**src/rtl/core/rcf_pkg.sv**
```systemverilog
package rcf_pkg;

    // Number of colour channels and the width of one duty value.
    localparam int unsigned ChannelCount = 3;
    localparam int unsigned DutyWidth    = 8;
    localparam int unsigned StepWidth    = 5;

    // Differences up to StepSpan move by one count per tick; larger ones by
    // (magnitude / StepSpan) + 1. A channel within SnapWindow snaps to its goal.
    localparam int unsigned StepSpan   = 20;
    localparam int unsigned SnapWindow = 13;

    // Reciprocal of StepSpan as a 12-bit fraction; exact over 0..255.
    localparam int unsigned RecipShift = 12;
    localparam logic [7:0]  RecipStep  = 8'd205;

    // Action codes carried by an input transfer; code 3 is ignored.
    localparam logic [1:0] ACT_TICK = 2'd0;
    localparam logic [1:0] ACT_FADE = 2'd1;
    localparam logic [1:0] ACT_SET  = 2'd2;

    typedef struct packed {
        logic [1:0]           action;
        logic [DutyWidth-1:0] red_target;
        logic [DutyWidth-1:0] green_target;
        logic [DutyWidth-1:0] blue_target;
    } t_in_item;

    typedef struct packed {
        logic [DutyWidth-1:0] red_duty;
        logic [DutyWidth-1:0] green_duty;
        logic [DutyWidth-1:0] blue_duty;
        logic                 settled;
    } t_out_item;

    // Per-channel commands for the cycle in which one item is processed.
    // At most one member is high in any cycle.
    typedef struct packed {
        logic tick;
        logic first_fade;
        logic plan;
        logic set_now;
    } t_chan_ctl;

endpackage

```
**src/rtl/core/rcf_channel.sv**
```systemverilog
module rcf_channel
    import rcf_pkg::*;
(
    input  logic                 i_clk,
    input  logic                 i_rst_n,
    input  t_chan_ctl            i_ctl,
    input  logic [DutyWidth-1:0] i_want,
    output logic [DutyWidth-1:0] o_next_duty,
    output logic                 o_next_at_goal
);

    logic [DutyWidth-1:0]        r_duty;
    logic [DutyWidth-1:0]        r_goal;
    logic [DutyWidth-1:0]        r_prior;
    logic signed [StepWidth-1:0] r_step;

    logic [DutyWidth-1:0]        n_duty;
    logic [DutyWidth-1:0]        n_goal;
    logic [DutyWidth-1:0]        n_prior;
    logic signed [StepWidth-1:0] n_step;

    logic [DutyWidth-1:0]        moved;
    logic [DutyWidth:0]          gap;
    logic [DutyWidth-1:0]        gap_mag;
    logic [DutyWidth:0]          diff;
    logic [DutyWidth-1:0]        diff_mag;
    logic [2*DutyWidth-1:0]      recip_prod;
    logic [StepWidth-2:0]        step_mag;

    // Tick: add the signed step modulo 256, then snap once close enough.
    always_comb begin
        moved   = r_duty + DutyWidth'({{(DutyWidth-StepWidth){r_step[StepWidth-1]}}, r_step});
        gap     = {1'b0, moved} - {1'b0, r_goal};
        gap_mag = gap[DutyWidth] ? DutyWidth'(-gap) : gap[DutyWidth-1:0];
    end

    // Fade plan: step size from the difference between new and previous goal.
    always_comb begin
        diff       = {1'b0, i_want} - {1'b0, r_prior};
        diff_mag   = diff[DutyWidth] ? DutyWidth'(-diff) : diff[DutyWidth-1:0];
        recip_prod = diff_mag * RecipStep;
        if (diff_mag <= DutyWidth'(StepSpan)) begin
            step_mag = (StepWidth-1)'(1);
        end else begin
            step_mag = recip_prod[RecipShift +: (StepWidth-1)] + (StepWidth-1)'(1);
        end
    end

    always_comb begin
        n_duty  = r_duty;
        n_goal  = r_goal;
        n_prior = r_prior;
        n_step  = r_step;
        if (i_ctl.tick && (r_duty != r_goal)) begin
            n_duty = (gap_mag <= DutyWidth'(SnapWindow)) ? r_goal : moved;
        end
        if (i_ctl.first_fade) begin
            n_duty  = i_want;
            n_prior = i_want;
        end
        if (i_ctl.plan) begin
            n_goal  = i_want;
            n_prior = i_want;
            if (diff != '0) begin
                n_step = diff[DutyWidth] ? -$signed({1'b0, step_mag})
                                         : $signed({1'b0, step_mag});
            end
        end
        if (i_ctl.set_now) begin
            n_duty = i_want;
        end
    end

    always_ff @(posedge i_clk) begin
        if (!i_rst_n) begin
            r_duty  <= '0;
            r_goal  <= '0;
            r_prior <= '0;
            r_step  <= '0;
        end else begin
            r_duty  <= n_duty;
            r_goal  <= n_goal;
            r_prior <= n_prior;
            r_step  <= n_step;
        end
    end

    assign o_next_duty    = n_duty;
    assign o_next_at_goal = (n_duty == n_goal);

endmodule

```
**src/rtl/core/rgb_pwm_color_fader_core.sv**
```systemverilog
// An input item passes the input register and then the result register to the output.
// Throughput: one item per cycle while the output is not stalled; the fader state is
// updated in the cycle that processes the item, so the next item can follow immediately.
// Reset (i_rst_n low at a clock edge): duties, goals, previous goals and steps clear to
// zero, ticking is disabled and both the input and output registers are emptied.
module rgb_pwm_color_fader_core
    import rcf_pkg::*;
(
    input  logic      i_clk,
    input  logic      i_rst_n,
    input  logic      i_in_valid,
    output logic      o_in_ready,
    input  t_in_item  i_in_item,
    output logic      o_out_valid,
    input  logic      i_out_ready,
    output t_out_item o_out_item
);

    // The block is a single registered pass. An input register captures each
    // transfer; when it is processed, the three channel units compute the new
    // state from it, commit that state, and the result register captures the
    // reported duties. The input register doubles as a skid stage: while a
    // finished result waits at the output, one further item is still taken.

    logic      r_in_valid;
    t_in_item  r_in_item;
    logic      r_out_valid;
    t_out_item r_out_item;
    logic      r_ticking;
    logic      n_ticking;

    logic      proc_fire;
    t_chan_ctl chan_ctl;

    logic [DutyWidth-1:0] want     [ChannelCount];
    logic [DutyWidth-1:0] new_duty [ChannelCount];
    logic [ChannelCount-1:0] at_goal;

    // An item is processed when the result register is free or is being
    // emptied in the same cycle.
    assign proc_fire  = r_in_valid && (!r_out_valid || i_out_ready);
    assign o_in_ready = !r_in_valid || proc_fire;

    // Decode the held action into per-channel commands. Ticks are ignored
    // until the first fade request has enabled ticking; the first fade loads
    // the duties directly and only later fades plan a new step.
    always_comb begin
        chan_ctl  = '0;
        n_ticking = r_ticking;
        if (proc_fire) begin
            unique case (r_in_item.action)
                ACT_TICK: begin
                    chan_ctl.tick = r_ticking;
                end
                ACT_FADE: begin
                    if (r_ticking) begin
                        chan_ctl.plan = 1'b1;
                    end else begin
                        chan_ctl.first_fade = 1'b1;
                        n_ticking           = 1'b1;
                    end
                end
                ACT_SET: begin
                    chan_ctl.set_now = 1'b1;
                end
                default: begin
                    // Unused action code: the state holds and the current duties are reported.
                end
            endcase
        end
    end

    assign want[0] = r_in_item.red_target;
    assign want[1] = r_in_item.green_target;
    assign want[2] = r_in_item.blue_target;

    for (genvar g = 0; g < ChannelCount; g++) begin : g_chan
        rcf_channel u_channel (
            .i_clk          (i_clk),
            .i_rst_n        (i_rst_n),
            .i_ctl          (chan_ctl),
            .i_want         (want[g]),
            .o_next_duty    (new_duty[g]),
            .o_next_at_goal (at_goal[g])
        );
    end

    always_ff @(posedge i_clk) begin
        if (!i_rst_n) begin
            r_in_valid  <= 1'b0;
            r_out_valid <= 1'b0;
            r_ticking   <= 1'b0;
        end else begin
            r_ticking <= n_ticking;
            if (o_in_ready) begin
                r_in_valid <= i_in_valid;
            end
            if (proc_fire) begin
                r_out_valid <= 1'b1;
            end else if (i_out_ready) begin
                r_out_valid <= 1'b0;
            end
        end
    end

    // Payload registers need no reset.
    always_ff @(posedge i_clk) begin
        if (o_in_ready && i_in_valid) begin
            r_in_item <= i_in_item;
        end
        if (proc_fire) begin
            r_out_item.red_duty   <= new_duty[0];
            r_out_item.green_duty <= new_duty[1];
            r_out_item.blue_duty  <= new_duty[2];
            r_out_item.settled    <= &at_goal;
        end
    end

    assign o_out_valid = r_out_valid;
    assign o_out_item  = r_out_item;

endmodule

```
**config.mk**
```make
export PLATFORM = sky130hd
export DESIGN_NAME = rgb_pwm_color_fader_core
export DESIGN_NICKNAME = d
export VERILOG_FILES = /design/src/rtl/core/rcf_pkg.sv /design/src/rtl/core/rcf_channel.sv /design/src/rtl/core/rgb_pwm_color_fader_core.sv
export SDC_FILE = /design/constraint.sdc
export NUM_CORES = 1
export LEC_CHECK = 0
export BUFFER_PORTS_ARGS = -buffer_cell sky130_fd_sc_hd__buf_2
export CORE_MARGIN = 2
export CORE_UTILIZATION = 40
export DETAILED_ROUTE_END_ITERATION = 10
export GPL_TIMING_DRIVEN = 0
export PLACE_DENSITY = 0.65
export SYNTH_ARGS = -nofsm -noshare
export SYNTH_HDL_FRONTEND = slang
export SYNTH_HIERARCHICAL = 1
export SYNTH_SLANG_ARGS = --single-unit
```
**constraint.sdc**
```tcl
create_clock -name i_clk -period 8.02 [get_ports i_clk]
set_input_delay 2.406 -clock i_clk [delete_from_list [all_inputs] [get_ports i_clk]]
set_output_delay 2.406 -clock i_clk [all_outputs]
set_load 0.02 [all_outputs]
```
==> flow_metrics.tcl, run 1 <==
set metrics [dict create \
    antenna_found_initial 1 \
    critPathMaxStageDelay_ps 530 \
    synth_seq_area_share_pct 19.97 \
    wl_um 44570 \
    synthesis.area_mm2 0.01669 \
    p_leak_nw 7.874 \
    p_total_mw 5.807 \
    synth.avg_cell_area_um2 8.418 \
    cp_common_cell "inv_1" \
    powerDensity_mw_per_mm2 315.7 \
    worst_setup_path_end_kind "register" \
    gr-total-overflow 0 \
    drv_slew 0 \
    yosysUniqueCellTypes 121 \
    wire_per_inst_um 17.05 \
    port_buffers 56 \
    fin_nets 2362 \
    die_w_um 208.3 \
    ir_drop_mv 0.3927 \
    worstSetupPathType "register to register" \
    coreArea_mm2 0.04102 \
    cts_hold_buf 0 \
    clk_pin_slew_ps 70 \
    fin_crit_sh_pct 94.79 \
    setup_viol 0 \
    dp_hpwl_um 35480 \
    syn_nets 2277 \
    cts-root-buf "clkbuf_16" \
    ys_ff_latch 141 \
    max_cap_violations 0 \
    io_pins 57 \
    timing.slew.headroom_pct 25.17 \
    dr.pass1.iters 6 \
    fill_cells 4075 \
    gp_congestion 0.9374 \
    grt_pass1_vias 14480 \
    cp.required_ps 8370 \
    grt_start_max_net_pins 26 \
    drive_gt1_share_pct 10.38 \
    tightest_slew_ps 1112 \
    dpl-instance-area_mm2 0.01769 \
    grt_pass1_wl_um 72930 \
    fin_skew_ps 11.21 \
    area_growth_pct 10.21 \
    synth_edf_count 51 \
    fin_setup_tns_ps 0 \
    num_rows 74 \
    cp-start-kind "register" \
    fin_crit_ps 7603 \
    vias 15020 \
    min_path_type "register to register" \
    stdcell_area_mm2 0.01840 \
    hold_violations 0 \
    regArea_mm2 0.003333 \
    insertion_delay_ps 430 \
    cts_tree "built" \
    grt_use_total_pct 20.42 \
    critPathSlowestCell "fa_1" \
    dieArea_mm2 0.04338 \
    drt_iter0_markers 1030 \
    status "complete, no violations" \
    cts_buffers 17 \
    clkSinkCount 141 \
    synth_ff_type "dfxtp_1" \
    cp_max_fo 5 \
    start_util_pct 40.70 \
    yosysWarnings 6 \
    arrival_ps 7950 \
    multi_input_area_mm2 0.01241 \
    via_per_inst 5.746 \
    clock_path_buffers 2 \
    clock.fmax_ghz 0.1315 \
    cts_max_level 4 \
    die_h_um 208.3 \
    drtAntennaViolNets 0 \
    synthCells 1983 \
    synth-async-reset-ratio_pct 0 \
    drc_errors 0 \
]
==> cell usage after synthesis (all sizes together), types with 19 or more instances <==
library cell	instances	area, µm²
nor3	38	195.2
xnor2	88	785.8
edfxtp	51	1531
nor2	141	539.3
nor2b	39	251.5
fa	36	720.7
a21oi	100	508.0
a21o	31	234.0
nand2b	20	125.1
ha	228	2853
o21ai	114	570.6
and2	41	264.0
o21a	22	165.2
nand3	43	227.7
or2	19	118.9
xor2	62	584.3
nand2	147	559.3
mux2i	51	510.5
dfxtp	90	1802
inv	188	705.7
clkbuf	61	230.2
a211oi	29	250.2
==> logic make-up (layout without fill, tap and decap cells) <==
logic type | Yosys count | after routing | synth area share (%)
flops | 141 | 141 | 19.97
other cells | 0 | 1 | 0
buf+inv | 266 | 364 | 6.349
fa+ha+maj | 264 | 264 | 21.41
xor+xnor | 150 | 150 | 8.208
simple gates | 579 | 579 | 17.82
compound gates | 526 | 526 | 22.79
mux | 57 | 57 | 3.463
==> through the flow <==
step | hold slack, ps | utilization (%) | cells | setup slack, ps
after global placement | 441.1 | 43.00 | 2571 | 39.78
after floorplan | 431.9 | - | 1983 | 655.0
after CTS | 456.5 | 44.47 | 2605 | 77.50
after global routing | 470.3 | 44.85 | 2614 | -12.03
after detailed placement | 447.3 | 43.12 | 2573 | -7.049
final | 454.6 | 44.85 | 2614 | 417.5
==> final timing paths <==
check | start | to | slack [ps] | cells after the start
worst min-delay path | g_chan[1].u_channel/r_prior[4] | g_chan[1].u_channel/r_prior[4] | 450 | 2
worst max-delay path | r_in_item[8] | g_chan[1].u_channel/r_step[3] | 420 | 35
worst max register to register | r_in_item[8] | g_chan[1].u_channel/r_step[3] | 420 | 35
worst min register to register | g_chan[1].u_channel/r_prior[4] | g_chan[1].u_channel/r_prior[4] | 450 | 2
==> routing by layer <==
metal / global-route usage, % / vias to the layer above / share of wire [%]
li1: - / 7317 / -
met1: 27.16 / 7204 / 46
met2: 34.11 / 411 / 46
met3: 2.974 / 89 / 5.6
met4: 6.301 / 0 / 2.5
met5: 0 / - / 0
==> final cells by class <==
cell class	instances	area share, %
multi-input cells	1576	67.45
repair buffers	68	2.122
flip-flops and latches	141	18.12
plain buffers	75	1.870
inverters	189	3.856
clock buffers	20	2.489
clock inverters	12	0.4625
diodes	1	0.01360
well taps	532	3.618
==> cell usage in the layout (no fill, tap or decap), types with 17 or more instances in the layout <==
master       n
ha_1       227
inv_1      186
nand2_1    146
nor2_1     137
o21ai_0    102
a21oi_1     94
dfxtp_1     90
xnor2_1     85
clkbuf_1    59
buf_2       59
xor2_1      56
mux2i_1     51
edfxtp_1    51
nand3_1     42
and2_1      38
nor2b_1     37
nor3_1      37
fa_1        35
a21o_1      29
a211oi_1    24
o21a_1      22
nand2b_1    20
clkbuf_16   18
a31oi_1     17
==> timing repair <==
action | CTS | global route
endpoints found under the setup margin | 4 | 11
buffers inserted | 1 | 9
pin swaps | 0 | 6
resized for setup | 1 | 23
==> critical path: cells and delay by family, from the launching register on <==
kind,cells,cell delay [ps]
xor gates and xnor gates,4,610
and+or+nand+nor,8,1510
adders and majority gates,8,3040
buffers and inverters,6,380
DFF,1,360
AOI/OAI and AO/OA,9,1640
==> registers in the layout, indices dropped and copies added, names as in the netlist <==
signal and cells:
g_chan.u_channel/r_duty 24, g_chan.u_channel/r_goal 24, g_chan.u_channel/r_prior 24, g_chan.u_channel/r_step 15, o_out_item 25, o_out_valid 1, r_in_item 26, r_in_valid 1
r_ticking 1
==> where the power goes <==
group | total (mW) | switching [mW] | internal [mW]
logic | 4.27 | 2.42 | 1.85
clock network | 0.740 | 0.326 | 0.414
registers | 0.799 | 0.0302 | 0.769
total | 5.81 | 2.77 | 3.03
Power figures use the tool's default switching activity.
==> inputs of run 2 (changes only) <==
ABC_AREA = 1   (was default)
PLACE_DENSITY = 0.66   (was 0.65)
==> flow_metrics.tcl, run 2 <==
set metrics [dict create \
    status "complete, no violations" \
    synthesis.area_mm2 0.01523 \
    synth_ff_type "dfxtp_1" \
    cp_max_fo 10 \
    cts_hold_buf 0 \
    placedCellCount 2730 \
    mostFrequentLayoutCell "nand2_1" \
    ys_top_cells_by_area "ha_1, nand2_1, dfxtp_1" \
    final_cells 2762 \
    cp.required_ps 8340 \
    fin_crit_sh_pct 88.52 \
    grt_use_total_pct 18.98 \
    critPathSlowestCell "fa_1" \
    fin_crit_ps 7099 \
    mostFrequentLayoutCells "nand2_1, inv_1, ha_1" \
    fin_skew_ps 9.540 \
    dp_hpwl_um 29950 \
    largest_reg_flops 26 \
    tightest_slew_ps 1282 \
    largest_register "r_in_item" \
    drc_errors 0 \
    hold_violations 0 \
    p_leak_nw 8.708 \
    port_buffers 56 \
    drt_iter0_markers 843 \
    clkSinkCount 141 \
    wire_per_inst_um 13.17 \
    drive_gt1_share_pct 9.063 \
    syn_nets 2457 \
    stdcell_area_mm2 0.01674 \
    synth_seq_area_share_pct 21.89 \
    hold_depth 2 \
    cts-root-buf "clkbuf_16" \
    dr.pass1.iters 5 \
    yosysMostFrequentCell "nand2_1" \
    io_pins 57 \
    clock.fmax_ghz 0.1409 \
    antenna_found_initial 0 \
    worst_setup_path_end_kind "register" \
    fin_setup_tns_ps 0 \
    grt_pass1_vias 13490 \
    critical_path.startpoint "r_in_item[0]" \
    die_h_um 199.1 \
    drv_slew 0 \
    grt_start_max_net_pins 27 \
    rr_endpoint "g_chan[2].u_channel/r_step[2]" \
    setup_viol 0 \
    area_growth_pct 9.934 \
    gp_congestion 0.9074 \
    cts_buffers 17 \
    cp_common_cell "inv_1" \
    grt_pass1_wl_um 61410 \
    cts_tree "built" \
    preCtsSetupSlack_ps 1002 \
    ir_drop_mv 0.4410 \
    start_util_pct 40.52 \
    dieArea_mm2 0.03964 \
    fin_nets 2532 \
    timing.slew.headroom_pct 14.42 \
    vias 13770 \
    insertion_delay_ps 430 \
    wl_um 36380 \
    max_cap_violations 0 \
    dpl-instance-area_mm2 0.01615 \
    worstSetupPathType "register to register" \
    rsz0062_at_grt "false" \
    hold_ws_ps 458.1 \
    r2r-start "r_in_item[0]" \
    setup_ws_ps 921.1 \
    min_path_type "register to register" \
    powerDensity_mw_per_mm2 421.2 \
    synth.avg_cell_area_um2 7.040 \
    cts_setup_buffers 0 \
    ys_ff_latch 141 \
    reg2reg_depth 37 \
    yosysUniqueCellTypes 52 \
    cp-start-kind "register" \
    ctsResizeCount 0 \
    hp-start "g_chan[0].u_channel/r_prior[6]" \
    gr-total-overflow 0 \
    synth_top_area_share_pct 18.73 \
    synthCells 2163 \
    clock_path_buffers 2 \
    reg2reg_slack_ps 920 \
    yosysTopAreaCell "ha_1" \
    synth-async-reset-ratio_pct 0 \
    arrival_ps 7420 \
    drtAntennaViolNets 0 \
    via_per_inst 4.987 \
    p_total_mw 7.051 \
    hold_end "g_chan[0].u_channel/r_prior[6]" \
    antennaDiodeCount 0 \
    finish.utilization_pct 44.55 \
    num_rows 71 \
    clk_pin_slew_ps 60 \
    yosysWarnings 6 \
    coreArea_mm2 0.03758 \
    critPathMaxStageDelay_ps 530 \
    die_w_um 199.1 \
    synth_common_cells "nand2_1, inv_1, ha_1" \
    cts_max_level 4 \
    synth_edf_count 51 \
]
==> run 2: area by class of cell <==
cell class / count / area [µm²]
Tap cell: 511 / 639.4
Buffer: 30 / 145.1
Clock buffer: 20 / 457.9
Clock inverter: 12 / 135.1
Timing Repair Buffer: 56 / 280.3
Inverter: 398 / 1494
Multi-Input combinational cell: 1594 / 10250
Fill cell: 3810 / 20840
Sequential cell: 141 / 3333
==> run 2: routing by layer <==
metal / GRT usage (%) / share of wire [%] / routed length, µm
met5: 0 / 0 / 0
met4: 5.390 / 2.0 / 739
met3: 3.342 / 5.2 / 1875
met2: 32.84 / 46 / 16810
met1: 24.14 / 47 / 16950
==> run 2: kinds of logic (layout without fill, tap and decap cells) <==
logic type	after synthesis	after routing	share of synthesized area, %
simple gates	981	981	28.63
buf+inv	428	516	10.76
fa+ha+maj	264	264	23.47
compound gates	255	255	9.499
flops	141	141	21.89
xor+xnor	94	94	5.752
==> run 2: critical path: cells and delay by family, from the launching register on <==
| family | cells | cell delay (ps) |
|---|---|---|
| AOI/OAI and AO/OA | 1 | 130 |
| xor gates and xnor gates | 3 | 640 |
| adders and majority gates | 9 | 3290 |
| buffers and inverters | 11 | 800 |
| DFF | 1 | 350 |
| and+or+nand+nor | 13 | 1780 |
==> run 2: worst max-delay path by stage <==
stage	endpoint	slack (ps)	depth (start not counted)
after floorplan	g_chan[2].u_channel/r_step[2]	1790	37
after global placement	g_chan[2].u_channel/r_step[2]	1030	37
after detailed placement	g_chan[2].u_channel/r_step[2]	1000	37
after CTS	g_chan[2].u_channel/r_step[2]	920	37
after global routing	g_chan[2].u_channel/r_step[2]	340	37
final	g_chan[2].u_channel/r_step[2]	920	37
==> run 2: power breakdown <==
part	internal (mW)	leakage, nW	switching (mW)
logic	2.07	7.19	3.38
registers	0.771	1.23	0.0237
clock network	0.479	0.290	0.321
==> inputs of run 3 (changes only) <==
CTS_BUF_LIST = sky130_fd_sc_hd__clkbuf_8   (was default)
==> flow_metrics.tcl, run 3 (synthesis results as in run 2) <==
set metrics [dict create \
    status "complete, no violations" \
    antenna_found_initial 0 \
    r2r-start "r_in_item[0]" \
    antennaDiodeCount 0 \
    drv_slew 0 \
    setup_ws_ps 918.7 \
    dieArea_mm2 0.03964 \
    grt_start_max_net_pins 27 \
    drt_iter0_markers 796 \
    cp.required_ps 8360 \
    arrival_ps 7450 \
    min_path_type "register to register" \
    area_growth_pct 8.710 \
    preCtsSetupSlack_ps 1002 \
    clk_pin_slew_ps 80 \
    fin_nets 2532 \
    hp-start "g_chan[0].u_channel/r_prior[6]" \
    dp_hpwl_um 29950 \
    fin_crit_ps 7101 \
    hold_violations 0 \
    tightest_slew_ps 1275 \
    cts_tree "built" \
    io_pins 57 \
    cellInternalPower_mw 3.150 \
    power_frac_clock_pct 8.8 \
    setup_viol 0 \
    mostFrequentLayoutCells "nand2_1, inv_1, ha_1" \
    regArea_mm2 0.003333 \
    drc_errors 0 \
    gr-total-overflow 0 \
    largest_register "r_in_item" \
    mostFrequentLayoutCell "nand2_1" \
    multi_input_area_mm2 0.01025 \
    drtAntennaViolNets 0 \
    grt_pass1_wl_um 61040 \
    final_cells 2762 \
    rsz0062_at_grt "false" \
    insertion_delay_ps 450 \
    placedCellCount 2730 \
    largest_reg_flops 26 \
    seqPwrFrac_pct 11.6 \
    die_h_um 199.1 \
    grt_use_total_pct 18.77 \
    cp_max_fo 10 \
    ctsResizeCount 0 \
    num_rows 71 \
    combPwrFrac_pct 79.6 \
    cp_common_cell "inv_1" \
    cts_setup_buffers 0 \
    reg2reg_slack_ps 920 \
    reg2reg_depth 37 \
    fin_skew_ps 16.47 \
    cts-root-buf "clkbuf_8" \
    fin_crit_sh_pct 88.54 \
    cts_hold_buf 0 \
    crit_end "g_chan[2].u_channel/r_step[2]" \
    cp-start-kind "register" \
    fin_setup_tns_ps 0 \
    vias 13700 \
    timing.slew.headroom_pct 14.88 \
    grt_pass1_vias 13430 \
    port_buffers 56 \
    powerDensity_mw_per_mm2 413.3 \
    wl_um 36180 \
    cts_buffers 17 \
    worstSetupPathType "register to register" \
    critPathSlowestCell "fa_1" \
    start_util_pct 40.52 \
    drive_gt1_share_pct 9.063 \
    gp_congestion 0.9074 \
    rr_endpoint "g_chan[2].u_channel/r_step[2]" \
    dr.pass1.iters 6 \
    cts_max_level 4 \
    switching_share_pct 53.97 \
    worst_setup_path_end_kind "register" \
    clkSinkCount 141 \
    fill_cells 3842 \
    die_w_um 199.1 \
    critical_path.startpoint "r_in_item[0]" \
    p_leak_nw 8.631 \
    switching_power_mw 3.692 \
    critPathMaxStageDelay_ps 530 \
    ir_drop_mv 0.4372 \
    max_cap_violations 0 \
    wire_per_inst_um 13.10 \
    coreArea_mm2 0.03758 \
    clock_path_buffers 2 \
    clock.fmax_ghz 0.1408 \
    via_per_inst 4.960 \
]
run 3: worst max-delay path, delay by kind of cell, from the launching register on:
kind	cells	cell delay, ps
flip-flops	1	360
XOR/XNOR	3	640
buffers and inverters	11	800
adder cells (fa/ha/maj)	9	3300
AND/OR/NAND/NOR	13	1790
AO/OA/AOI/OAI	1	130
run 3: power by group through the flow:
stage | sequential (mW) | clock (mW) | combinational (mW)
floorplan | 0.807 | 0 | 4.34
global placement | 0.809 | 0 | 5.31
detailed placement | 0.809 | 0 | 5.42
CTS | 0.793 | 0.612 | 5.48
global route | 0.796 | 0.642 | 6.39
finish | 0.793 | 0.602 | 5.45
run 3: cell type report:
type                            instances  area share (%)
Buffer                                 30          0.8768
Clock buffer                           17           1.413
Clock inverter                         15           1.043
Inverter                              398           9.025
Multi-Input combinational cell       1594           61.95
Sequential cell                       141           20.14
Tap cell                              511           3.862
Timing Repair Buffer                   56           1.693
run 3: routing by layer:
metal  track usage (%)  wire length (µm)  share of wire, %
met1             24.24             16990                47
met2             32.68             16760                46
met3             2.785              1790               4.9
met4             4.865               646               1.8
met5                 0                 0                 0
run 3: through the flow:
stage          utilization [%]  total power [mW]  area (µm²)  hold slack, ps
2_1_floorplan                -             5.143       15230           433.2
3_3_place_gp             42.97             6.118       16150           443.6
3_5_place_dp             42.97             6.232       16150           449.5
4_1_cts                  44.05             6.885       16550           462.0
5_1_grt                  44.05             7.829       16550           481.0
6_report                 44.05             6.842       16550           460.3
run 3: worst min path at each step:
stage | slack, ps | end | cells after the start
2_1_floorplan | 430 | g_chan[0].u_channel/r_prior[2] | 2
3_3_place_gp | 440 | g_chan[1].u_channel/r_prior[2] | 2
3_5_place_dp | 450 | g_chan[1].u_channel/r_prior[2] | 2
4_1_cts | 460 | g_chan[1].u_channel/r_prior[2] | 2
5_1_grt | 480 | g_chan[1].u_channel/r_prior[2] | 2
6_report | 460 | g_chan[0].u_channel/r_prior[6] | 2
